`config.mk`:
```
export PLATFORM = sky130hd
export DESIGN_NAME = wpi_divider
export DESIGN_NICKNAME = d
export VERILOG_FILES = /design/src/design/wpi_pkg.sv /design/src/design/wpi_divider.sv
export SDC_FILE = /design/constraint.sdc
export NUM_CORES = 1
export LEC_CHECK = 0
export ABC_AREA = 1
export BUFFER_PORTS_ARGS = -buffer_cell sky130_fd_sc_hd__buf_4
export CORE_ASPECT_RATIO = 0.5
export CORE_MARGIN = 3
export CORE_UTILIZATION = 40
export CTS_BUF_LIST = sky130_fd_sc_hd__clkbuf_4 sky130_fd_sc_hd__clkbuf_8
export CTS_CLUSTER_SIZE = 40
export DETAILED_ROUTE_END_ITERATION = 10
export HOLD_SLACK_MARGIN = 0.1
export PLACE_DENSITY = 0.66
export SLEW_MARGIN = 20
export SYNTH_ARGS = -nofsm -noshare
export SYNTH_HDL_FRONTEND = slang
export SYNTH_SLANG_ARGS = --single-unit
```
`constraint.sdc`:
```
create_clock -name aclk -period 2.75 [get_ports aclk]
set_input_delay 0.55 -clock aclk [delete_from_list [all_inputs] [get_ports aclk]]
set_output_delay 0.55 -clock aclk [all_outputs]
set_load 0.02 [all_outputs]
```
`src/design/wpi_pkg.sv`:
```
// shared types, field widths and command codes of the waypoint ramp interpolator
package wpi_pkg;

    // field widths
    localparam int VAL_W   = 32;
    localparam int TIME_W  = 32;
    localparam int FRAC_W  = 16;
    localparam int LEGS_W  = 5;
    localparam int IDX_W   = 4;
    localparam int CMD_W   = 2;

    // largest number of legs or channels an index field can address
    localparam int IDX_SPAN = 2 ** IDX_W;

    // stream payload widths, whole bytes
    localparam int S_TDATA_W = 136;
    localparam int M_TDATA_W = 40;

    // progress value that stands for one, q1.16 held in 17 bits
    localparam logic [FRAC_W:0] PROG_ONE = (FRAC_W + 1)'(1) << FRAC_W;

    // input transaction kinds
    typedef enum logic [CMD_W-1:0] {
        CMD_LOAD_START  = 2'd0,
        CMD_LOAD_TIMING = 2'd1,
        CMD_LOAD_TARGET = 2'd2,
        CMD_TICK        = 2'd3
    } cmd_t;

    // request to the progress divider
    typedef struct packed {
        logic              start;
        logic [TIME_W-1:0] elapsed;
        logic [TIME_W-1:0] ramp;
    } div_req_t;

    // answer of the progress divider
    typedef struct packed {
        logic              done;
        logic [FRAC_W-1:0] quotient;
    } div_rsp_t;

endpackage

```
`src/design/wpi_divider.sv`:
```
// restoring divider giving the fractional progress elapsed / ramp, one bit a cycle
module wpi_divider (
    input  logic              aclk,
    input  logic              aresetn,
    input  wpi_pkg::div_req_t req,
    output wpi_pkg::div_rsp_t rsp
);
    import wpi_pkg::*;

    localparam int CNT_W = $clog2(FRAC_W + 1);

    logic              busy_reg;
    logic              done_reg;
    logic [CNT_W-1:0]  cnt_reg;
    logic [TIME_W-1:0] rem_reg;
    logic [TIME_W-1:0] dvs_reg;
    logic [FRAC_W-1:0] quo_reg;

    logic [TIME_W:0]   rem_dbl;
    logic [TIME_W:0]   rem_sub;
    logic              fits;

    // one quotient bit: double the remainder and try the divisor
    always_comb begin
        rem_dbl = {rem_reg, 1'b0};
        rem_sub = rem_dbl - {1'b0, dvs_reg};
        fits    = (rem_dbl >= {1'b0, dvs_reg});
    end

    // control
    always_ff @(posedge aclk) begin
        if (!aresetn) begin
            busy_reg <= 1'b0;
            done_reg <= 1'b0;
            cnt_reg  <= '0;
        end else begin
            done_reg <= 1'b0;
            if (req.start) begin
                busy_reg <= 1'b1;
                cnt_reg  <= '0;
            end else if (busy_reg) begin
                cnt_reg <= cnt_reg + CNT_W'(1);
                if (cnt_reg == CNT_W'(FRAC_W - 1)) begin
                    busy_reg <= 1'b0;
                    done_reg <= 1'b1;
                end
            end
        end
    end

    // remainder and quotient
    always_ff @(posedge aclk) begin
        if (req.start) begin
            rem_reg <= req.elapsed;
            dvs_reg <= req.ramp;
            quo_reg <= '0;
        end else if (busy_reg) begin
            rem_reg <= fits ? rem_sub[TIME_W-1:0] : rem_dbl[TIME_W-1:0];
            quo_reg <= {quo_reg[FRAC_W-2:0], fits};
        end
    end

    always_comb begin
        rsp.done     = done_reg;
        rsp.quotient = quo_reg;
    end

endmodule

```
==> results of run 1 <==
## synthesized netlist by cell type, types with 3 or more instances
master	count	area share
nand2_1	339	0.20
inv_1	183	0.11
nand3_1	66	0.052
edfxtp_1	64	0.30
nor2_1	48	0.028
ha_1	34	0.067
nand3b_1	25	0.030
dfxtp_1	23	0.073
a21oi_1	20	0.016
o22ai_1	14	0.014
xnor2_1	13	0.018
nand4_1	8	0.0079
nand3_2	7	0.011
o21ai_0	7	0.0055
and2_1	6	0.0059
buf_2	6	0.0047
nand2_2	6	0.0059
clkbuf_1	5	0.0030
buf_6	4	0.0071
buf_4	3	0.0036
clkinv_1	3	0.0018
inv_2	3	0.0018
nor2_2	3	0.0030
nor3_1	3	0.0024
o21bai_1	3	0.0036
## through the flow
| step | util | power (mW) | instance area [µm²] |
|---|---|---|---|
| detailed placement | 0.477 | 3.91 | 7140 |
| CTS | 0.491 | 4.94 | 7350 |
| floorplan | - | 3.37 | 6340 |
| global route | 0.491 | 5.33 | 7350 |
| global placement | 0.477 | 3.89 | 7140 |
| finish | 0.491 | 4.92 | 7350 |
## routing by layer
layer / wire length (µm) / GRT usage / part of all wire
met5: 0 / 0 / 0
met2: 6570 / 0.287 / 0.39
met3: 1050 / 0.0514 / 0.062
met1: 9050 / 0.305 / 0.54
met4: 123 / 0.0390 / 0.0073
## layout make-up
type | instances | area (µm²) | area share
clock buffers | 9 | 124 | 0.0168
clock inverters | 7 | 92.6 | 0.0126
inverters | 189 | 709 | 0.0965
multi-input cells | 615 | 3120 | 0.424
flip-flops and latches | 87 | 2380 | 0.324
well taps | 198 | 248 | 0.0337
repair buffers | 89 | 681 | 0.0926
## worst max-delay path, delay by kind of cell, from the launching register on
family | cells | cell delay [ns]
fa+ha+maj | 1 | 0.37
flops | 1 | 0.42
buf+inv | 4 | 0.45
simple gates | 11 | 1.06
## logic make-up after synthesis
kind of cell               synth area share
and+or+nand+nor                       0.357
buffers and inverters                 0.133
DFF                                   0.376
AOI/OAI and AO/OA                    0.0446
adders and majority gates            0.0702
xor gates and xnor gates             0.0193
## worst min-delay path by stage
stage	to	cells after the start	slack, ns
6_report	dvs_reg[12]	1	0.32
5_1_grt	dvs_reg[17]	1	0.30
4_1_cts	dvs_reg[9]	1	0.30
3_5_place_dp	quo_reg[15]	2	0.45
3_3_place_gp	quo_reg[15]	2	0.44
2_1_floorplan	cnt_reg[2]	1	0.46
## power groups by stage
stage / Sequential [mW] / Clock, mW / Combinational, mW
floorplan: 1.69 / 0 / 1.68
global placement: 1.70 / 0 / 2.18
detailed placement: 1.71 / 0 / 2.20
CTS: 1.68 / 1.05 / 2.21
global route: 1.70 / 1.09 / 2.54
finish: 1.68 / 1.01 / 2.23
## layout by cell type, fill, tap and decap left out, types with 2 or more instances in the layout
cell type | Yosys | routed
ha_1 | 34 | 34
nor2_1 | 48 | 48
dfxtp_1 | 23 | 23
inv_1 | 183 | 183
nand3b_1 | 25 | 25
xnor2_1 | 13 | 13
inv_8 | 0 | 4
buf_4 | 3 | 88
nand3_1 | 66 | 66
o21a_1 | 2 | 2
o21bai_1 | 3 | 3
o21ai_0 | 7 | 7
nand4_1 | 8 | 8
and2_1 | 6 | 6
edfxtp_1 | 64 | 64
nor2_2 | 3 | 3
a21oi_1 | 20 | 20
nor2_4 | 2 | 2
nand2_1 | 339 | 339
nand2_2 | 6 | 6
nor3_1 | 3 | 3
o22ai_1 | 14 | 14
inv_2 | 3 | 3
nand3_2 | 7 | 7
clkbuf_8 | 0 | 9
clkinv_1 | 3 | 3
==> impl_metrics.yaml, run 1 <==
run_status:
  status: "finished clean"
sta:
  rsz0062_at_grt: "false"
  relSlewSlack: 0.512
  finalCriticalPeriod_ns: 2.55
  fin_ws_ns: 0.205
  worst_pin_slew_ns: 0.732
  period_share: 0.926
  setup_viol: 0
  fin_skew_ns: 0.0133
  whs_ns: 0.323
  max_freq_ghz: 0.393
  hold_violations: 0
  finalMaxSlewViolations: 0
  fin_setup_tns_ns: 0
clock_tree:
  cts_resized: 0
  cts_htree_levels: 3
  post_cts_hold_buffer_count: 0
  tritoncts_num_sinks: 87
  root_buffer: "clkbuf_8"
  clock_latency_ns: 0.40
  cts-buffers-inserted: 9
  cts.path.max_buffers: 2
  clk_pin_slew_ns: 0.10
  cts_setup_buffers: 0
  cts_tree: "built"
floorplanning:
  die_w_um: 184
  die_y_um: 95.0
  rows: 31
  start_util: 0.424
  die_area_um2: 17500
  boundaryPins: 84
  coreArea_um2: 15000
drt:
  final_antenna_net_count: 0
  dr.pass1.iters: 8
  post-route-drc-count: 0
  drt_iter0_drc: 401
  viasPerCell: 4.82
  routed_wl_um: 16800
  vias: 5754
  post_drt_wl_per_cell_um: 14.1
synth:
  ys_ff_latch: 87
  syn_area_per_cell_um2: 6.96
  yosys_warnings: 0
  synthArstFlopShare: 0
  synth-edff-count: 64
  syn_area_um2: 6340
  syn_nets: 1013
  ys_types: 38
  synth_ff_type: "edfxtp_1"
  synth.yosys.seq_area_share: 0.376
  syn_inst: 911
global_routing:
  grt_start_max_net_pins: 67
  grt_antenna_before_repair: 0
  gr-total-overflow: 0
  grtUsageTotal: 0.201
  grt_pass1_wl_um: 27600
  first_global_vias: 5421
run:
  max_cap_violations: 0
placement:
  dp.cells: 1178
  gp_congestion: 0.988
  dp_slack_ns: 0.241
  dp_hpwl_um: 12900
  port_buffers: 83
pwr:
  powerDensity_nw_per_um2: 669
  switching_share: 0.416
  p_leak_nw: 3.86
  pwr-share-comb: 0.452
  switching_power_mw: 2.05
  internal_power_mw: 2.87
  power_frac_seq: 0.341
  irDropWorstVdd_mv: 0.291
  pwr-share-clk: 0.206
final_layout:
  num_antenna_cells: 0
  fillers: 1542
  nNetsFinal: 1093
  drive_gt1_frac: 0.131
  syn_to_final_growth_pct: 15.9
  stdcell_count: 1194
setup_path:
  cp.arrival_ns: 2.71
  crit_chain: "ha_1 > nand2_1 > inv_2 > nand2_1 > nand2_1 > inv_1 > nand3_2 > nand2_2 > nand2_2 > nand2_2 > buf_4 > nand3_2 > nand2_1 > inv_1 > nand2_1 > nand2_1"
  cp-endpoint: "rem_reg[25]"
  rrSetupSlack_ns: 0.20
  r2r_cells: 16
  worst_path_most_repeated_cell: "nand2_1"
  startpoint_type: "flip-flop"
  critPathKind: "flip-flop to flip-flop"
  critPathLaunch: "rem_reg[7]"
  crit_fanout: 15
  required_ns: 2.91
  reg2reg_to: "rem_reg[25]"
  r2r-start: "rem_reg[7]"
  end_kind: "flip-flop"
  cp_slowest_cell: "edfxtp_1"
  max_stage_delay_ns: 0.42
min_path:
  hold_path.class: "input port to flip-flop"
  hp-start: "req[12]"
Note: power is estimated with default switching activity, not from simulation.
==> run 2: changes to the inputs <==
--- a/config.mk
+++ b/config.mk
@@ -7,7 +7,7 @@
 export LEC_CHECK = 0
 export ABC_AREA = 1
 export BUFFER_PORTS_ARGS = -buffer_cell sky130_fd_sc_hd__buf_4
-export CORE_ASPECT_RATIO = 0.5
+export CORE_ASPECT_RATIO = 0.7
 export CORE_MARGIN = 3
 export CORE_UTILIZATION = 40
 export CTS_BUF_LIST = sky130_fd_sc_hd__clkbuf_4 sky130_fd_sc_hd__clkbuf_8
==> run 2 against run 1 <==
Routed wire length rose by 3.0%. Critical endpoint is now rem_reg[27]. Worst hold slack got worse by 0.0039 ns. Largest power group unchanged. Via count barely moved.
==> impl_metrics.yaml, run 2 (synthesis results as in run 1) <==
run_status:
  status: "finished clean"
clock_tree:
  clock_latency_ns: 0.40
  cts-buffers-inserted: 9
  root_buffer: "clkbuf_8"
  cts_tree: "built"
  cts.path.max_buffers: 2
  cts_resized: 0
  clk_pin_slew_ns: 0.11
  tritoncts_num_sinks: 87
  post_cts_hold_buffer_count: 0
  cts_htree_levels: 3
  cts_setup_buffers: 0
pwr:
  p_leak_nw: 3.88
  irDropWorstVdd_mv: 0.295
  powerDensity_nw_per_um2: 669
  power_mw: 4.95
placement:
  gp_congestion: 0.935
  dp.cells: 1182
  dp_hpwl_um: 13400
  port_buffers: 83
drt:
  routed_wl_um: 17300
  drt_iter0_drc: 368
  final_antenna_net_count: 0
  post-route-drc-count: 0
  post_drt_wl_per_cell_um: 14.4
  viasPerCell: 4.81
  vias: 5758
  dr.pass1.iters: 7
setup_path:
  cp.arrival_ns: 2.66
  critPathKind: "flip-flop to flip-flop"
  crit_fanout: 10
  required_ns: 2.90
  end_kind: "flip-flop"
  startpoint_type: "flip-flop"
final_layout:
  nNetsFinal: 1100
  stdcell_count: 1198
  num_antenna_cells: 0
  final_util: 0.490
  fillers: 1571
  drive_gt1_frac: 0.137
  final_cell_mix: "nand2_1, inv_1, buf_4"
  final_common_cell: "nand2_1"
  syn_to_final_growth_pct: 16.6
sta:
  setup_viol: 0
  fin_setup_tns_ns: 0
  finalCriticalPeriod_ns: 2.52
  fin_skew_ns: 0.0137
  finalMaxSlewViolations: 0
  period_share: 0.915
  relSlewSlack: 0.528
  worst_pin_slew_ns: 0.708
  max_freq_ghz: 0.397
  hold_violations: 0
  rsz0062_at_grt: "false"
floorplanning:
  die_area_um2: 17400
  boundaryPins: 84
  die_w_um: 157
  die_y_um: 111
  coreArea_um2: 15100
  start_util: 0.420
  rows: 37
global_routing:
  grt_pass1_wl_um: 27500
  gr-total-overflow: 0
  grt_antenna_before_repair: 0
  grtUsageTotal: 0.200
  first_global_vias: 5338
  grt_start_max_net_pins: 67
min_path:
  hold_path.class: "input port to flip-flop"
run:
  max_cap_violations: 0
run 2: power by group:
group          internal, mW  total (mW)  switching, mW
combinational         0.839        2.31           1.47
sequential             1.60        1.68         0.0771
clock                 0.370       0.954          0.584
run 2: per-stage QoR:
stage                     instance area (µm²)  setup slack, ns  hold slack [ns]
after detailed placement                 7180            0.300            0.476
after global placement                   7180            0.238            0.468
after global routing                     7400          0.00927            0.291
final                                    7400            0.234            0.319
after floorplan                          6340            0.318            0.455
after CTS                                7400            0.266            0.296
run 2: critical path, cell delays in order, from the launching register on:
cell      delay, ns
edfxtp_1       0.52
ha_1           0.42
nand2_1        0.12
nand2_1        0.05
nand2_1        0.06
nand2_1        0.06
nand2_1        0.05
nand2_1        0.07
nand2_1        0.07
nand2_1        0.08
nor2_4         0.19
buf_4          0.26
nand3_2        0.09
nand2_1        0.07
clkinv_1       0.05
nand2_1        0.05
nand2_1        0.06
run 2: routing by layer:
metal  global-route usage  part of all wire  up-vias
met5                    0                 0        -
met4               0.0309            0.0068        0
met3               0.0536             0.078        9
met2                0.273              0.39      178
met1                0.318              0.53     2570
li1                     -                 -     3001
run 2: final timing paths:
path	endpoint	cells past startpoint	slack (ns)	from
worst max-delay path	rem_reg[27]	16	0.23	rem_reg[17]
worst max register to register	rem_reg[27]	16	0.23	rem_reg[17]
worst min-delay path	dvs_reg[0]	1	0.32	req[0]
worst min register to register	quo_reg[3]	2	0.50	quo_reg[3]
run 2: area by class of cell:
cell class / instances / area (µm²) / area share
clock inverter: 7 / 88.8 / 0.0120
sequential: 87 / 2380 / 0.322
inverter: 189 / 709 / 0.0959
tap: 195 / 244 / 0.0330
multi-input combinational: 615 / 3120 / 0.421
timing repair buffer: 96 / 733 / 0.0991
clock buffer: 9 / 124 / 0.0167
